### src/assert_macros.svh
// assertion macros used by the top level rtl file
// no dependencies; compiled out when SYNTHESIS is defined
`ifndef ASSERT_MACROS_SVH
`define ASSERT_MACROS_SVH
`ifndef SYNTHESIS
`define ASSERT_ALWAYS(lbl, clk, rst, expr) \
   lbl: assert property (@(posedge clk) disable iff (rst) (expr)) else $error("invariant broken");
`define ASSERT_IMPLY(lbl, clk, rst, ante, cons) \
   lbl: assert property (@(posedge clk) disable iff (rst) (ante) |-> (cons)) else $error("implication broken");
`else
`define ASSERT_ALWAYS(lbl, clk, rst, expr)
`define ASSERT_IMPLY(lbl, clk, rst, ante, cons)
`endif
`endif

### src/psp_pkg.sv
// types, constants and helper functions of the printer status response parser
// no dependencies
package psp_pkg;

   localparam int unsigned MAX_BLOCK_BYTES_DEF = 32;
   localparam int unsigned CFG_W               = 6;
   localparam int unsigned ACK_FRAME_BYTES     = 8;
   localparam int unsigned ACK_PREFIX_BYTES    = 4;
   localparam int unsigned ACK_N1_POS          = 4;
   localparam int unsigned ACK_N2_POS          = 5;
   localparam int unsigned ACK_CNT_POS         = 6;
   localparam int unsigned STAT_CNT_POS        = 7;

   localparam logic [7:0] ESC_BYTE          = 8'h1B;
   localparam logic [7:0] GS_BYTE           = 8'h1D;
   localparam logic [7:0] ACK_CMD_BYTE      = 8'h03;
   localparam logic [7:0] ACK_SUB_BYTE      = 8'h01;
   localparam logic [7:0] STAT_CNT_HI_MASK  = 8'h60;
   localparam logic [7:0] STAT_CNT_LO_MASK  = 8'h0E;

   localparam logic [1:0] MODE_RX      = 2'd0;
   localparam logic [1:0] MODE_FLUSH   = 2'd1;
   localparam logic [1:0] MODE_DISCARD = 2'd2;

   localparam logic [1:0] KIND_ACK     = 2'd0;
   localparam logic [1:0] KIND_STATUS  = 2'd1;
   localparam logic [1:0] KIND_UNKNOWN = 2'd2;

   localparam logic CSR_STATUS_BLOCK_LENGTH = 1'b0;

   typedef struct packed {
      logic [1:0] mode;
      logic [7:0] rx_byte;
   } req_type;

   typedef struct packed {
      logic [1:0] event_kind;
      logic [7:0] data_byte;
      logic [7:0] ack_first;
      logic [7:0] ack_second;
      logic [7:0] counter_value;
      logic       last;
   } rsp_type;

   typedef enum logic [3:0] {
      ST_IDLE,
      ST_SCAN,
      ST_EVAL,
      ST_PREFIX,
      ST_ACKDATA,
      ST_ACKPUSH,
      ST_COUNTER,
      ST_BLOCK,
      ST_UNKNOWN,
      ST_FINISH
   } state_type;

   function automatic logic [7:0] ack_prefix_byte(input logic [1:0] idx);
      logic [7:0] b;
      unique case (idx)
         2'd0: b = ESC_BYTE;
         2'd1: b = GS_BYTE;
         2'd2: b = ACK_CMD_BYTE;
         2'd3: b = ACK_SUB_BYTE;
      endcase
      return b;
   endfunction

   // bits 6,5 -> 4,3 and bits 3,2,1 -> 2,1,0
   function automatic logic [4:0] decode_counter(input logic [7:0] b);
      logic [7:0] t;
      t = ((b & STAT_CNT_HI_MASK) >> 2) | ((b & STAT_CNT_LO_MASK) >> 1);
      return t[4:0];
   endfunction

endpackage

### src/psp_ram.sv
// generic single write port, single read port ram with registered read data
// no dependencies
module psp_ram #(
   parameter int unsigned WIDTH = 8,
   parameter int unsigned DEPTH = 32,
   localparam int unsigned ADDR_W = $clog2(DEPTH)
) (
   input  logic              clock,
   input  logic              wr_en,
   input  logic [ADDR_W-1:0] wr_addr,
   input  logic [WIDTH-1:0]  wr_data,
   input  logic [ADDR_W-1:0] rd_addr,
   output logic [WIDTH-1:0]  rd_data
);

   logic [WIDTH-1:0] mem_ff [DEPTH];
   logic [WIDTH-1:0] rd_data_ff;

   always_ff @(posedge clock) begin
      if (wr_en) begin
         mem_ff[wr_addr] <= wr_data;
      end
      rd_data_ff <= mem_ff[rd_addr];
   end

   assign rd_data = rd_data_ff;

endmodule

### src/printer_status_response_parser.sv
// top level of the printer status response parser: sequencer, csr and result buffering
// depends on psp_pkg, psp_ram and assert_macros.svh
`include "assert_macros.svh"

// Reply bytes are kept in a circular buffer in a single ram (one write port, one read port,
// registered read data) and a sequencer walks it one byte per cycle while the result side
// does not stall. Items are accepted only while idle. A scan pass looks at the front byte,
// checks the acknowledge prefix bytes after a 1B, then either decodes a complete acknowledge
// frame or gives out a complete status block byte by byte (reading its counter byte first
// when the block has eight bytes or more), and ends by releasing the final result.
// A front byte fitting neither, and each partial byte of a flush, goes out as an unknown byte.
// A result is handed out one transaction late so that its last flag is known;
// a stalled result side holds the sequencer. The buffer needs no clearing after reset.
module printer_status_response_parser #(
   parameter int unsigned MAX_BLOCK_BYTES = psp_pkg::MAX_BLOCK_BYTES_DEF
) (
   input  logic             clock,
   input  logic             reset,
   input  logic             req_valid,
   output logic             req_ready,
   input  psp_pkg::req_type req_data,
   output logic             rsp_valid,
   input  logic             rsp_ready,
   output psp_pkg::rsp_type rsp_data,
   input  logic             psel,
   input  logic             penable,
   input  logic             pwrite,
   input  logic [2:0]       paddr,
   input  logic [31:0]      pwdata,
   output logic [31:0]      prdata,
   output logic             pready
);
   import psp_pkg::*;

   localparam int unsigned PTR_W = $clog2(MAX_BLOCK_BYTES);
   localparam int unsigned CNT_W = $clog2(MAX_BLOCK_BYTES + 1);
   localparam int unsigned LEN_W = (CNT_W > CFG_W) ? CNT_W : CFG_W;
   localparam int unsigned SUM_W = CNT_W + 1;
   localparam logic [CNT_W-1:0] MAX_CNT = CNT_W'(MAX_BLOCK_BYTES);
   localparam logic [LEN_W-1:0] MAX_LEN = LEN_W'(MAX_BLOCK_BYTES);
   localparam logic [SUM_W-1:0] MAX_SUM = SUM_W'(MAX_BLOCK_BYTES);

   state_type        state_ff, state_in;
   logic [PTR_W-1:0] head_ff, head_in;
   logic [CNT_W-1:0] count_ff, count_in;
   logic [PTR_W-1:0] idx_ff, idx_in;
   logic             force_ff, force_in;
   logic [7:0]       b0_ff, b0_in;
   logic [7:0]       n1_ff, n1_in;
   logic [7:0]       n2_ff, n2_in;
   logic [7:0]       n3_ff, n3_in;
   logic [4:0]       cnt_ff, cnt_in;
   rsp_type          held_ff, held_in;
   logic             held_valid_ff, held_valid_in;
   rsp_type          rsp_ff, rsp_in;
   logic             rsp_valid_ff, rsp_valid_in;
   logic [CFG_W-1:0] cfg_len_ff, cfg_len_in;

   logic [PTR_W-1:0] rd_idx;
   logic [PTR_W-1:0] rd_addr;
   logic [PTR_W-1:0] wr_addr;
   logic [SUM_W-1:0] rd_sum, wr_sum, drop_sum;
   logic [SUM_W-1:0] rd_wrap, wr_wrap, drop_wrap;
   logic             ram_we;
   logic [7:0]       ram_rdata;
   logic [CNT_W-1:0] drop_n;
   logic             do_drop;
   logic [LEN_W-1:0] cfg_ext;
   logic [CNT_W-1:0] len_eff;
   logic [CNT_W-1:0] idx_next;
   logic             out_free;
   logic             can_push;
   logic             push;
   rsp_type          push_data;
   logic             pop_last;
   logic             csr_write;

   // csr
   assign pready    = 1'b1;
   assign csr_write = psel && penable && pwrite && pready && (paddr[2] == CSR_STATUS_BLOCK_LENGTH);
   assign cfg_len_in = csr_write ? pwdata[CFG_W-1:0] : cfg_len_ff;
   assign prdata = (paddr[2] == CSR_STATUS_BLOCK_LENGTH) ? 32'(cfg_len_ff) : '0;

   // block length clamped to the buffer size
   assign cfg_ext = LEN_W'(cfg_len_ff);
   assign len_eff = (cfg_ext > MAX_LEN) ? MAX_CNT : cfg_ext[CNT_W-1:0];

   assign idx_next = CNT_W'(idx_ff) + CNT_W'(1);

   // circular buffer addressing
   assign rd_sum    = SUM_W'(head_ff) + SUM_W'(rd_idx);
   assign rd_wrap   = (rd_sum >= MAX_SUM) ? (rd_sum - MAX_SUM) : rd_sum;
   assign rd_addr   = rd_wrap[PTR_W-1:0];
   assign wr_sum    = SUM_W'(head_ff) + SUM_W'(count_ff);
   assign wr_wrap   = (wr_sum >= MAX_SUM) ? (wr_sum - MAX_SUM) : wr_sum;
   assign wr_addr   = wr_wrap[PTR_W-1:0];
   assign drop_sum  = SUM_W'(head_ff) + SUM_W'(drop_n);
   assign drop_wrap = (drop_sum >= MAX_SUM) ? (drop_sum - MAX_SUM) : drop_sum;

   // appends happen only while idle and read data is used only during a scan, so no
   // entry is written and has its read data used in the same cycle
   psp_ram #(
      .WIDTH (8),
      .DEPTH (MAX_BLOCK_BYTES)
   ) u_buf (
      .clock   (clock),
      .wr_en   (ram_we),
      .wr_addr (wr_addr),
      .wr_data (req_data.rx_byte),
      .rd_addr (rd_addr),
      .rd_data (ram_rdata)
   );

   assign out_free = !rsp_valid_ff || rsp_ready;
   assign can_push = !held_valid_ff || out_free;
   assign req_ready = (state_ff == ST_IDLE);
   assign rsp_valid = rsp_valid_ff;
   assign rsp_data  = rsp_ff;

   always_comb begin
      state_in  = state_ff;
      idx_in    = idx_ff;
      force_in  = force_ff;
      b0_in     = b0_ff;
      n1_in     = n1_ff;
      n2_in     = n2_ff;
      n3_in     = n3_ff;
      cnt_in    = cnt_ff;
      rd_idx    = idx_ff;
      ram_we    = 1'b0;
      push      = 1'b0;
      push_data = '0;
      pop_last  = 1'b0;
      do_drop   = 1'b0;
      drop_n    = '0;
      count_in  = count_ff;
      head_in   = head_ff;

      unique case (state_ff)
         ST_IDLE: begin
            if (req_valid) begin
               unique case (req_data.mode)
                  MODE_RX: begin
                     if (count_ff < MAX_CNT) begin
                        ram_we   = 1'b1;
                        count_in = count_ff + CNT_W'(1);
                     end
                     force_in = 1'b0;
                     state_in = ST_SCAN;
                  end
                  MODE_FLUSH: begin
                     force_in = 1'b1;
                     state_in = ST_SCAN;
                  end
                  MODE_DISCARD: begin
                     count_in = '0;
                  end
                  default: begin
                  end
               endcase
            end
         end
         ST_SCAN: begin
            if (count_ff == '0) begin
               state_in = ST_FINISH;
            end else begin
               rd_idx   = '0;
               idx_in   = '0;
               state_in = ST_EVAL;
            end
         end
         ST_EVAL: begin
            b0_in = ram_rdata;
            if (ram_rdata == ESC_BYTE) begin
               if (count_ff > CNT_W'(1)) begin
                  rd_idx   = PTR_W'(1);
                  idx_in   = PTR_W'(1);
                  state_in = ST_PREFIX;
               end else begin
                  state_in = force_ff ? ST_UNKNOWN : ST_FINISH;
               end
            end else if (len_eff == '0) begin
               state_in = ST_UNKNOWN;
            end else if (count_ff < len_eff) begin
               state_in = force_ff ? ST_UNKNOWN : ST_FINISH;
            end else if (len_eff > CNT_W'(STAT_CNT_POS)) begin
               rd_idx   = PTR_W'(STAT_CNT_POS);
               idx_in   = PTR_W'(STAT_CNT_POS);
               state_in = ST_COUNTER;
            end else begin
               cnt_in   = '0;
               rd_idx   = '0;
               idx_in   = '0;
               state_in = ST_BLOCK;
            end
         end
         ST_PREFIX: begin
            if (ram_rdata != ack_prefix_byte(idx_ff[1:0])) begin
               state_in = ST_UNKNOWN;
            end else if (idx_next < count_ff && idx_next < CNT_W'(ACK_PREFIX_BYTES)) begin
               rd_idx = idx_next[PTR_W-1:0];
               idx_in = idx_next[PTR_W-1:0];
            end else if (count_ff < CNT_W'(ACK_FRAME_BYTES)) begin
               state_in = force_ff ? ST_UNKNOWN : ST_FINISH;
            end else begin
               rd_idx   = PTR_W'(ACK_N1_POS);
               idx_in   = PTR_W'(ACK_N1_POS);
               state_in = ST_ACKDATA;
            end
         end
         ST_ACKDATA: begin
            if (idx_ff == PTR_W'(ACK_N1_POS)) begin
               n1_in = ram_rdata;
            end else if (idx_ff == PTR_W'(ACK_N2_POS)) begin
               n2_in = ram_rdata;
            end else begin
               n3_in = ram_rdata;
            end
            if (idx_ff == PTR_W'(ACK_CNT_POS)) begin
               state_in = ST_ACKPUSH;
            end else begin
               rd_idx = idx_next[PTR_W-1:0];
               idx_in = idx_next[PTR_W-1:0];
            end
         end
         ST_ACKPUSH: begin
            if (can_push) begin
               push                    = 1'b1;
               push_data.event_kind    = KIND_ACK;
               push_data.ack_first     = n1_ff;
               push_data.ack_second    = n2_ff;
               push_data.counter_value = n3_ff;
               do_drop                 = 1'b1;
               drop_n                  = CNT_W'(ACK_FRAME_BYTES);
               state_in                = ST_SCAN;
            end
         end
         ST_COUNTER: begin
            cnt_in   = decode_counter(ram_rdata);
            rd_idx   = '0;
            idx_in   = '0;
            state_in = ST_BLOCK;
         end
         ST_BLOCK: begin
            if (can_push) begin
               push                 = 1'b1;
               push_data.event_kind = KIND_STATUS;
               push_data.data_byte  = ram_rdata;
               if (idx_next == len_eff) begin
                  push_data.counter_value = 8'(cnt_ff);
                  do_drop                 = 1'b1;
                  drop_n                  = len_eff;
                  state_in                = ST_SCAN;
               end else begin
                  rd_idx = idx_next[PTR_W-1:0];
                  idx_in = idx_next[PTR_W-1:0];
               end
            end
         end
         ST_UNKNOWN: begin
            if (can_push) begin
               push                 = 1'b1;
               push_data.event_kind = KIND_UNKNOWN;
               push_data.data_byte  = b0_ff;
               do_drop              = 1'b1;
               drop_n               = CNT_W'(1);
               state_in             = ST_SCAN;
            end
         end
         ST_FINISH: begin
            if (!held_valid_ff) begin
               state_in = ST_IDLE;
            end else if (out_free) begin
               pop_last = 1'b1;
               state_in = ST_IDLE;
            end
         end
         default: begin
            state_in = ST_IDLE;
         end
      endcase

      if (do_drop) begin
         head_in  = drop_wrap[PTR_W-1:0];
         count_in = count_ff - drop_n;
      end
   end

   // result buffering: the newest result waits in held until its successor or the end
   always_comb begin
      held_in       = held_ff;
      held_valid_in = held_valid_ff;
      rsp_in        = rsp_ff;
      rsp_valid_in  = rsp_valid_ff;
      if (rsp_valid_ff && rsp_ready) begin
         rsp_valid_in = 1'b0;
      end
      if (push) begin
         if (held_valid_ff) begin
            rsp_in       = held_ff;
            rsp_in.last  = 1'b0;
            rsp_valid_in = 1'b1;
         end
         held_in       = push_data;
         held_valid_in = 1'b1;
      end else if (pop_last) begin
         rsp_in        = held_ff;
         rsp_in.last   = 1'b1;
         rsp_valid_in  = 1'b1;
         held_valid_in = 1'b0;
      end
   end

   always_ff @(posedge clock) begin
      if (reset) begin
         state_ff      <= ST_IDLE;
         head_ff       <= '0;
         count_ff      <= '0;
         force_ff      <= 1'b0;
         held_valid_ff <= 1'b0;
         rsp_valid_ff  <= 1'b0;
         cfg_len_ff    <= '0;
      end else begin
         state_ff      <= state_in;
         head_ff       <= head_in;
         count_ff      <= count_in;
         force_ff      <= force_in;
         held_valid_ff <= held_valid_in;
         rsp_valid_ff  <= rsp_valid_in;
         cfg_len_ff    <= cfg_len_in;
      end
   end

   always_ff @(posedge clock) begin
      idx_ff  <= idx_in;
      b0_ff   <= b0_in;
      n1_ff   <= n1_in;
      n2_ff   <= n2_in;
      n3_ff   <= n3_in;
      cnt_ff  <= cnt_in;
      held_ff <= held_in;
      rsp_ff  <= rsp_in;
   end

   `ASSERT_ALWAYS(a_count_bound, clock, reset, count_ff <= MAX_CNT)
   `ASSERT_ALWAYS(a_head_bound, clock, reset, CNT_W'(head_ff) < MAX_CNT)
   `ASSERT_IMPLY(a_idle_nothing_held, clock, reset, state_ff == ST_IDLE, !held_valid_ff)
   `ASSERT_IMPLY(a_block_in_buffer, clock, reset, state_ff == ST_BLOCK, idx_next <= len_eff && len_eff <= count_ff)

endmodule
### config.mk
export PLATFORM = sky130hd
export DESIGN_NAME = printer_status_response_parser
export DESIGN_NICKNAME = d
export VERILOG_FILES = /design/src/psp_pkg.sv /design/src/psp_ram.sv /design/src/printer_status_response_parser.sv
export VERILOG_INCLUDE_DIRS = /design/src /design/src/src
export SDC_FILE = /design/constraint.sdc
export NUM_CORES = 1
export LEC_CHECK = 0
export BUFFER_PORTS_ARGS = -buffer_cell sky130_fd_sc_hd__buf_4
export CAP_MARGIN = 20
export CORE_MARGIN = 2
export CORE_UTILIZATION = 50
export CTS_CLUSTER_DIAMETER = 30
export DETAILED_ROUTE_END_ITERATION = 8
export PLACE_DENSITY = 0.77
export RECOVER_POWER = 100
export SLEW_MARGIN = 0
export SYNTH_ARGS = -nofsm -noshare
export SYNTH_HDL_FRONTEND = slang
export SYNTH_SLANG_ARGS = --single-unit
### constraint.sdc
create_clock -name clock -period 9 [get_ports clock]
set_clock_uncertainty 0.15 [all_clocks]
set_input_delay 1.8 -clock clock [delete_from_list [all_inputs] [get_ports clock]]
set_output_delay 1.8 -clock clock [all_outputs]
set_load 0.02 [all_outputs]
## After elaboration in Yosys (flattened, before gate mapping)

Memory sizes are Yosys's and may differ from the RTL's. A register that Yosys moved wholly into a read port is not among the register bits.
Cells that the tools add are included.

- Flip-flop bits (word level): 135
- Memory bits (writable): 256
- Input port bits: 52
- Output and inout bits: 70
- Word-level logic and storage cells: 201
- Memories kept: 1

- $add $sub $neg: 9
- Order comparisons: 11
- Eq/ne operators: 34
- Muxes and demuxes: 86
- Bitwise gates (word level): 4
- Reduce and logical (&&, ||, !) cells: 32

Memories:

| memory | depth | width | rd ports | clocked after memory_dff | wr ports | RTL line | source |
|---|---|---|---|---|---|---|---|
| u_buf.mem_ff | 32 | 8 | 1 | 1 | 1 | psp_ram.sv:16 | `logic [WIDTH-1:0] mem_ff [DEPTH];` |

Operators with widths:

| cell | number |
|---|---|
| 35-bit two-way mux | 3 |
| 5-bit two-way mux | 19 |
| 4-bit two-way mux | 17 |
| 6-bit two-way mux | 8 |
| 4-bit one-hot mux with 9 select lines | 1 |
| 8-bit one-hot mux with 2 select lines | 2 |
| 8-bit one-hot mux with 4 select lines | 1 |
| 5-bit one-hot mux with 6 select lines | 1 |
| 8-bit two-way mux | 3 |
| 1-bit two-way mux | 22 |
| 2-bit != test (second input constant) | 10 |
| 6-bit one-hot mux with 3 select lines | 1 |
| 4-bit by 3-bit equality test with 1-bit output (second input constant) | 4 |
| 5-bit by 3-bit equality test with 1-bit output (second input constant) | 3 |
| 5-bit by 1-bit subtractor with 5-bit output (second input constant) | 3 |
| 5-bit by 6-bit adder with 7-bit output | 2 |
| 7-bit by 6-bit greater-or-equal comparator with 1-bit output (second input constant) | 2 |
| 6-bit zero test | 2 |
| 6-bit less-than comparator | 2 |
| 6-bit one-hot mux with 2 select lines | 1 |
| 10-bit two-way mux | 1 |
| 5-bit one-hot mux with 2 select lines | 1 |
| 2-bit nonzero test | 5 |
| 9-bit two-way mux | 1 |
| other kinds (39) | 61 |

## Depth between registers and ports, before layout

Gate-level depths: netlist (run 1).

- Word-level depth: 11
- Gate-level depth with buffers: 19
- Gate-level depth less buffers: 18

## Modules after synthesis

From an unflattened synthesis (run 1), not the netlist that was laid out.

- Cell total of the unflattened synthesis: 1,022
- Area total of the unflattened synthesis: 17,075.1 µm²

By module, submodules not included:

| module | times used | cells an instance | area an instance (µm²) | sequential area each (µm²) |
|---|---|---|---|---|
| psp_ram | 1 | 417 | 10,053.4 | 7,847.5 |
| printer_status_response_parser | 1 | 605 | 7,021.7 | 3,763.6 |

## Least setup slack after synthesis (run 1)

Ideal clock, no wire load.

- Path kind: in2reg
- From: input port rsp_ready
- To: register u_buf.rd_data_ff[0] (netlist: u_buf.rd_data[0]), read port of u_buf.mem_ff
- Library setup time: 0.121 ns
- Data arrival time: 5.454 ns
- Required time: 8.729 ns
- Slack: 3.275 ns
- Cell stages on the path: 14
- Buffers on the path: 2
- Cells stage by stage: and3b_1 -> clkbuf_1 -> nor2_1 -> nor2_1 -> a31oi_1 -> nand2b_1 -> nor3_1 -> a41oi_1 -> ha_1 -> fa_1 -> xnor2_1 -> clkbuf_1 -> mux4_2 -> mux2_2

- Word-level cells in the longest chain between the ends: 7
- Elaborated cells on any way between the ends: 8
- Those cells by class: add/sub: 2; order compare: 1; mux: 3; reduce/logical: 2

Ends and longest elaborated chain:

| item | RTL line | source |
|---|---|---|
| from (decl) | printer_status_response_parser.sv:23 | `input logic rsp_ready,` |
| 1-bit logical OR (*) | printer_status_response_parser.sv:114 | `assign out_free = !rsp_valid_ff \|\| rsp_ready;` |
| 1-bit logical OR (*) | printer_status_response_parser.sv:115 | `assign can_push = !held_valid_ff \|\| out_free;` |
| 5-bit two-way mux (*) | n/a |  |
| 5-bit one-hot mux with 6 select lines (*) | n/a |  |
| via idx_in[0] | printer_status_response_parser.sv:46 | `logic [PTR_W-1:0] idx_ff, idx_in;` |
| 5-bit by 5-bit adder with 6-bit output (*) | printer_status_response_parser.sv:91 | `assign rd_sum = SUM_W'(head_ff) + SUM_W'(rd_idx);` |
| 5-bit by 1-bit subtractor with 5-bit output or 6-bit greater-or-equal comparator (tied branches) | printer_status_response_parser.sv:92 | `assign rd_wrap = (rd_sum >= MAX_SUM) ? (rd_sum - MAX_SUM) : rd_sum;` |
| 5-bit two-way mux (*) | printer_status_response_parser.sv:92 |  |
| to (decl) | psp_ram.sv:17 | `logic [WIDTH-1:0] rd_data_ff;` |

Mark *: on every way through the listed nets, which the timed path passes. The rest lies on a longest branch.
A chain may end at the register's enable or synchronous reset.

## Worst setup path after layout (run 1)

- From: register cfg_len_ff[5] (netlist: cfg_ext[5])
- To: register u_buf.rd_data_ff[2] (netlist: u_buf.rd_data[2]), read port of u_buf.mem_ff

- Word-level cells in the longest chain between the ends: 11
- Elaborated cells on any way between the ends: 17
- Those cells by class: add/sub: 2; order compare: 4; eq/ne: 1; mux: 9; reduce/logical: 1

Ends and longest elaborated chain:

| item | RTL line | source |
|---|---|---|
| from (decl) | printer_status_response_parser.sv:57 | `logic [CFG_W-1:0] cfg_len_ff, cfg_len_in;` |
| from (signal assigned) | printer_status_response_parser.sv:330 | `cfg_len_ff <= cfg_len_in;` |
| 6-bit > comparator | printer_status_response_parser.sv:86 | `assign len_eff = (cfg_ext > MAX_LEN) ? MAX_CNT : cfg_ext[CNT_W-1:0];` |
| 6-bit two-way mux (*) | printer_status_response_parser.sv:86 |  |
| 6-bit by 3-bit > comparator with 1-bit output | printer_status_response_parser.sv:186 | `end else if (len_eff > CNT_W'(STAT_CNT_POS)) begin` |
| 3-bit two-way mux | n/a |  |
| 5-bit two-way mux (3 in series) | n/a |  |
| 5-bit one-hot mux with 6 select lines (*) | n/a |  |
| via idx_in[0] | printer_status_response_parser.sv:46 |  |
| 5-bit by 5-bit adder with 6-bit output (*) | printer_status_response_parser.sv:91 |  |
| 5-bit by 1-bit subtractor with 5-bit output or 6-bit greater-or-equal comparator (tied branches) | printer_status_response_parser.sv:92 |  |
| 5-bit two-way mux (*) | printer_status_response_parser.sv:92 |  |

Marks and branches as above.

==> impl_results.md, run 1 <==
- Run status: complete, but fails checks
- Failing checks: capacitance limit, slew limit
- Worst R2R Path Depth: 16
- Async set or reset register ratio after synthesis: 0%
- Warnings from Yosys: 0
- Final Max Tran Viols: 143
- Worst Hold Margin: 0.260 ns
- Number of design-rule violations left by the first detailed-router iteration: 720
- Pin count of the biggest net entering global routing: 51
- Post-synthesis instance total: 1,004
- Number of port buffers: 66
- 1st-pass router iterations: 5
- DRC Markers: 0
- Max frequency: 137 MHz
- Total of flip-flops plus latches after synthesis: 399
- Number of top-level pins: 122
- Nets: 1,210
- Total CTS buffers: 80
- Standard cell with the maximum stage delay on the critical path: o311ai_0
- Number of antenna violations at the first check in global routing: 0
- Worst-path cell chain: clkinv_1, nand2_1, ha_1, o21ai_0, nor2_1, o311ai_0, o21ai_0, a21oi_1, nor3_1, a41oi_1, ha_4, fa_2, clkbuf_2, mux4_2, mux4_2, mux2_1
- Setup tns final: 0 ns
- Post CTS Setup Buffer Count: 0
- Starting utilization of the core area: 50.6%
- Worst setup path category: reg -> reg
- CP Launch Type: flop
- Number of distinct library cells after synthesis: 72
- RSZ-0062 raised after global routing: no
- Crit path largest cell delay: 1.24 ns
- Synth top area cells: edfxtp_1 64%, mux4_2 11%, dfxtp_1 4.4%
- Worst relative slew slack: -9.09%
- Aggregate global-route resource usage: 20.5%
- Actual slew at the worst max-slew pin: 1.64 ns
- H-tree lvl count: 3
- Die Area: 35,200 µm²
- Path class of the lowest-slack min-delay path: reg -> reg
- Cell depth of the worst min-delay path: 0
- Area post-placement: 17,800 µm²
- Arrival time reported for the critical path endpoint: 7.59 ns
- GRT overflow: 0
- # diodes: 0
- Total number of clock tree sinks: 399
- Antenna-violating nets left: 0
- Period Utilization, post-route: 81.0%
- Final routed wirelength across all metal layers: 35,200 µm
- Overall die width: 188 µm
- Cts hold-fix bufs: 0
- Vias in the first global route: 9,343
- Post-CTS sizing: 0
- Crit Path Max Fanout: 50
- Source-to-sink clock delay at the later pin of the worst-skew pair: 0.58 ns
- Standard-cell rows: 67
- Number of vias per cell after detailed routing: 5.70
- Largest area contributor in the netlist: edfxtp_1
- Placed cell count: 1,483
- Primary flip-flop cell chosen by synthesis mapping: edfxtp_1
- Final core utilization: 61.0%
- Post-synth design cell area: 16,900 µm²
- Fin crit period: 7.29 ns
- Number of flops mapped to enable cells by yosys: 362
- Total power per unit cell area: 317 nW/µm²
- Chip height: 188 µm
- Fraction of final layout cells with drive strength greater than 1: 21.7%
- Static leakage: 6.89 nW
- Post-route cell area: 20,300 µm²
- Clock tree from TritonCTS: yes
- DP Wirelength: 20,900 µm
- Final hold vios: 0
- Avg Cell Area, Syn: 16.8 µm²
- Commonest cells after routing, fill and taps aside: 362 x edfxtp_1, 82 x clkbuf_16, 80 x mux4_2
- Root buffer cell: clkbuf_16
- Max Cap Viol: 5
- Routability Congestion: 0.885
- Total vias in the final route: 9,308
- Sequential share of the synthesized area: 68.8%
- Routed wire per std cell: 21.6 µm
- Area overhead of the layout relative to synthesis: 20.5%
- Clock Path Buffers: 3
- Core footprint: 33,400 µm²
- Number of non-filler instances in the completed layout: 1,633
- Max IR drop VDD: 0.244 mV
- Clock-pin slew of the registers on the worst-case setup and hold paths: 0.05 ns
- Yosys top cell area share: 64.4%
- Commonest non-fill, non-tap cell in the layout: edfxtp_1
- Endpoint type of the worst setup path: flop
- Required time at the worst-slack endpoint: 9.30 ns
- Finish-stage setup viols: 0
- First-pass GRT wire length: 54,800 µm
registers in the layout, indices dropped and copies added (netlist names), 8 cells and up:
register       flops
n2_ff              8
rsp_data          35
held_ff           34
n3_ff              8
n1_ff              8
u_buf.mem_ff     256
u_buf.rd_data      8
b0_ff              8
synthesized netlist by cell type, types with 14 or more instances:
library cell,instances
edfxtp_1,362
inv_1,28
nor3_1,15
dfxtp_1,37
mux4_2,80
clkbuf_1,31
nor2b_1,17
buf_4,27
and2_1,30
nand2_1,36
ha_1,37
xnor2_1,22
nand3_1,17
nor2_1,66
a21oi_1,29
a22o_1,14
metrics by stage:
| stage | power (mW) | setup WS, ns |
|---|---|---|
| 2_1_floorplan | 3.13 | 3.28 |
| 4_1_cts | 6.52 | 2.59 |
| 5_1_grt | 6.70 | 1.25 |
| 3_3_place_gp | 3.44 | 2.25 |
| 3_5_place_dp | 3.46 | 2.22 |
| 6_report | 6.45 | 1.71 |
final timing paths:
path	slack (ns)	end	from
max	1.71	u_buf.rd_data[2]	cfg_ext[5]
min	0.26	rsp_data[24]	held_ff[24]
max reg2reg	1.71	u_buf.rd_data[2]	cfg_ext[5]
min reg2reg	0.26	rsp_data[24]	held_ff[24]
area by class of cell:
cell class	instances	area (µm²)
fill	2399	13000
sequential	399	11600
multi-input combinational	533	4900
clock buffer	83	2060
clock inverter	67	769
tap	448	561
timing repair buffer	74	339
inverter	29	109
logic make-up after synthesis:
kind of cell / count (synthesis) / share of synthesized area [%]
DFF: 399 / 68.8
and+or+nand+nor: 225 / 6.85
AOI/OAI and AO/OA: 118 / 5.11
buffers and inverters: 97 / 2.77
muxes: 95 / 11.6
adders and majority gates: 41 / 3.22
xor gates and xnor gates: 27 / 1.59
other: 2 / 0.0445
layer usage:
| layer | share of wire [%] | track usage (%) |
|---|---|---|
| met5 | 0 | 0 |
| met4 | 2.3 | 7.36 |
| met3 | 7.4 | 4.77 |
| met2 | 50 | 33.2 |
| met1 | 41 | 27.3 |
critical path, delay by kind of cell, from the launching register on:
kind,cells,cell delay [ns]
and+or+nand+nor,3,0.28
adders and majority gates,3,0.92
AOI/OAI and AO/OA,5,2.27
buffers and inverters,2,1.50
DFF,1,0.60
muxes,3,1.37
report_power, final:
part	switching, mW	internal [mW]	total, mW
combinational	0.612	0.532	1.14
sequential	0.119	2.16	2.28
clock	1.04	1.99	3.03
total	1.77	4.68	6.45
(Power assumes the default switching activity.)
==> inputs of run 2 (changes only) <==
Settings changed: ABC_AREA from default to 1.
Clock period 9 ns to 7.2 ns, I/O delays scaled along.
==> impl_results.md, run 2 <==
- Number of antenna violations at the first check in global routing: 1 (was 0)
- Cts hold-fix bufs: 0 (unchanged)
- Arrival time reported for the critical path endpoint: 6.46 ns (was 7.59 ns)
- Required time at the worst-slack endpoint: 7.49 ns (was 9.30 ns)
- Cell-internal power: 6.33 mW (was 4.68 mW)
- Area post-placement: 18,400 µm² (was 17,800 µm²)
- Worst R2R Path Depth: 21 (was 16)
- Max frequency: 162 MHz (was 137 MHz)
- Worst setup path category: reg -> reg (unchanged)
- Capturing point of the worst reg2reg path: u_buf.rd_data[3] (was u_buf.rd_data[2])
- Worst setup timing slack at the placement stage: 1.38 ns (was 2.22 ns)
- Crit Path Max Fanout: 79 (was 50)
- Final routed wirelength across all metal layers: 38,200 µm (was 35,200 µm)
- Static leakage: 7.60 nW (was 6.89 nW)
- Overall die width: 191 µm (was 188 µm)
- Nets: 1,677 (was 1,210)
- Core footprint: 34,500 µm² (was 33,400 µm²)
- 1st-pass router iterations: 5 (unchanged)
- GRT overflow: 0 (unchanged)
- Primary flip-flop cell chosen by synthesis mapping: edfxtp_1 (unchanged)
- Endpoint type of the worst setup path: flop (unchanged)
- DRC Markers: 0 (unchanged)
- Run status: complete, but fails checks (unchanged)
- Total number of clock tree sinks: 399 (unchanged)
- Total of flip-flops plus latches after synthesis: 399 (unchanged)
- Fin crit period: 6.17 ns (was 7.29 ns)
- Async set or reset register ratio after synthesis: 0% (unchanged)
- Portion of total power attributed to the clock network: 33.0% (was 46.9%)
- Number of design-rule violations left by the first detailed-router iteration: 1,113 (was 720)
- Fillers: 2,692 (was 2,399)
- Clock Path Buffers: 3 (unchanged)
- Period Utilization, post-route: 85.7% (was 81.0%)
- Clock-pin slew of the registers on the worst-case setup and hold paths: 0.05 ns (about the same)
- Source-to-sink clock delay at the later pin of the worst-skew pair: 0.58 ns (about the same)
- Routed wire per std cell: 18.2 µm (was 21.6 µm)
- Commonest cells after routing, fill and taps aside: 362 x edfxtp_1, 318 x nor2_1, 151 x nand2_1 (was 362 x edfxtp_1, 82 x clkbuf_16, 80 x mux4_2)
- Post-synth design cell area: 17,600 µm² (was 16,900 µm²)
- Most frequent cell after synthesis: edfxtp_1 (unchanged)
- Pin count of the biggest net entering global routing: 97 (was 51)
- Post-CTS sizing: 0 (unchanged)
- Number of flops mapped to enable cells by yosys: 362 (unchanged)
- Max Cap Viol: 5 (unchanged)
- Avg Cell Area, Syn: 11.8 µm² (was 16.8 µm²)
- Warnings from Yosys: 0 (unchanged)
- Vias in the first global route: 11.1k (was 9,343)
- Area overhead of the layout relative to synthesis: 17.1% (was 20.5%)
- Worst Hold Endpoint: rsp_data[21] (was rsp_data[24])
- Actual slew at the worst max-slew pin: 1.77 ns (was 1.64 ns)
- Launching point of the worst reg2reg path: idx_ff[0] (was cfg_ext[5])
- Antenna-violating nets left: 0 (unchanged)
- Fin worst setup slack: 1.03 ns (was 1.71 ns)
- Worst relative slew slack: -17.8% (was -9.09%)
- Largest register FFs: 256 (unchanged)
- Final Max Tran Viols: 135 (was 143)
- Post CTS Setup Buffer Count: 0 (unchanged)
- Combinational Power Share: 38.2% (was 17.7%)
- Number of top-level pins: 122 (unchanged)
- Standard-cell rows: 68 (was 67)
- Sequential share of the synthesized area: 66.2% (was 68.8%)
- Routability Congestion: 0.894 (was 0.885)
- Post-route cell area: 20,500 µm² (was 20,300 µm²)
- Chip height: 191 µm (was 188 µm)
- Register with the most flip-flops: u_buf.mem_ff (unchanged)
- Starting utilization of the core area: 50.8% (was 50.6%)
- Switching power as a share of total power: 36.5% (was 27.4%)
- Post-synthesis instance total: 1,490 (was 1,004)
- Net switching power of the design: 3.63 mW (was 1.77 mW)
- Register-to-register path setup slack: 1.03 ns (was 1.71 ns)
- RSZ-0062 raised after global routing: no (unchanged)
- Fraction of final layout cells with drive strength greater than 1: 12.6% (was 21.7%)
- Clock tree from TritonCTS: yes (unchanged)
- Final hold vios: 0 (unchanged)
- Cell depth of the worst min-delay path: 0 (unchanged)
- Synth top area cells: edfxtp_1 62%, nor2_1 6.8%, dfxtp_1 4.2% (was edfxtp_1 64%, mux4_2 11%, dfxtp_1 4.4%)
- DP Wirelength: 23,300 µm (was 20,900 µm)
- Commonest non-fill, non-tap cell in the layout: edfxtp_1 (unchanged)
- Root buffer cell: clkbuf_16 (unchanged)
- Die Area: 36,600 µm² (was 35,200 µm²)
- Largest area contributor in the netlist: edfxtp_1 (unchanged)
- Total vias in the final route: 11.6k (was 9,308)
- Aggregate global-route resource usage: 21.0% (was 20.5%)
- Max IR drop VDD: 0.320 mV (was 0.244 mV)
- Area of all sequential standard cells: 11,600 µm² (unchanged)
- Total CTS buffers: 72 (was 80)
- Total power per unit cell area: 485 nW/µm² (was 317 nW/µm²)
- Total area of multi-input combinational cells: 5150 µm² (was 4900 µm²)
- Setup tns final: 0 ns (unchanged)
- First-pass GRT wire length: 59,100 µm (was 54,800 µm)
- Number of vias per cell after detailed routing: 5.54 (was 5.70)
- Finish-stage setup viols: 0 (unchanged)
- Worst Hold Launch: held_ff[21] (was held_ff[24])
- H-tree lvl count: 3 (unchanged)
- Path class of the lowest-slack min-delay path: reg -> reg (unchanged)
- Number of port buffers: 66 (unchanged)
- Number of distinct library cells after synthesis: 50 (was 72)
- CP Launch Type: flop (unchanged)
- Top cell types by occurrence after synthesis: 362 x edfxtp_1, 317 x nor2_1, 150 x nand2_1 (was 362 x edfxtp_1, 80 x mux4_2, 66 x nor2_1)
- Failing checks: capacitance limit, slew limit (unchanged)
- Yosys top cell area share: 61.9% (was 64.4%)
- Share of total power in sequential cells: 28.7% (was 35.4%)
- # diodes: 0 (unchanged)
-- run 2: cell type report --
cell class	count	share of cell area, %
clock buffers	88	9.36
clock inverters	42	2.34
inverters	117	2.15
multi-input cells	918	25.1
flip-flops and latches	399	56.5
well taps	455	2.77
repair buffers	76	1.81
-- run 2: critical path, stage by stage, from the launching register on --
cell and delay (ns):
dfxtp_1 0.59, inv_1 0.24, ha_1 0.45, ha_1 0.32, a21o_1 0.19, nand4_1 0.07, nand2_1 0.05, nor2_1 0.14
nand2_1 0.13, nand2_1 0.08, o21a_1 0.17, nand2_1 0.07, o21ai_0 0.15, nand2_1 0.17, ha_4 0.22, fa_2 1.53
buf_12 0.33, o32ai_1 0.13, mux2_1 0.35, mux2_2 0.31, nand2_1 0.09, nand2_1 0.08
-- run 2: worst max-delay path by stage --
| stage | slack, ns | depth (start not counted) | startpoint | end |
|---|---|---|---|---|
| 2_1_floorplan | 2.64 | 18 | rsp_ready | u_buf.rd_data[5] |
| 3_5_place_dp | 1.38 | 19 | rsp_ready | u_buf.rd_data[3] |
| 3_3_place_gp | 1.46 | 19 | rsp_ready | u_buf.rd_data[0] |
| 4_1_cts | 1.42 | 21 | idx_ff[0] | u_buf.rd_data[3] |
| 5_1_grt | 0.71 | 25 | rsp_ready | count_ff[5] |
| 6_report | 1.03 | 21 | idx_ff[0] | u_buf.rd_data[3] |
-- run 2: stage by stage --
stage	instances	power (mW)	hold slack, ns	utilization [%]
2_1_floorplan	1515	5.58	0.250	-
3_3_place_gp	1964	6.53	0.250	53.2
3_5_place_dp	1964	6.62	0.255	53.2
4_1_cts	2094	9.98	0.259	60.2
5_1_grt	2095	10.5	0.272	59.5
6_report	2095	9.96	0.258	59.5
-- run 2: layer usage --
metal  global-route usage [%]  wire length [µm]
met1                     28.0             16200
met2                     33.8             18100
met3                     4.13              2780
met4                     8.73              1030
met5                        0                 0
-- run 2: power by group through the flow --
stage	clock network, mW	registers [mW]	logic [mW]
final	3.29	2.86	3.81
after global routing	3.45	2.88	4.18
after CTS	3.33	2.86	3.79
after detailed placement	0	2.90	3.72
after global placement	0	2.89	3.64
after floorplan	0	2.83	2.75
-- run 2: logic make-up (layout without fill, tap and decap cells) --
kind of cell / count (synthesis) / after routing / share of synthesized area (%)
compound gates: 225 / 225 / 8.21
xor+xnor: 18 / 18 / 0.898
fa+ha+maj: 41 / 41 / 3.09
buf+inv: 198 / 323 / 5.07
flops: 399 / 399 / 66.2
mux: 48 / 48 / 3.08
other cells: 2 / 27 / 0.0428
simple gates: 559 / 559 / 13.5
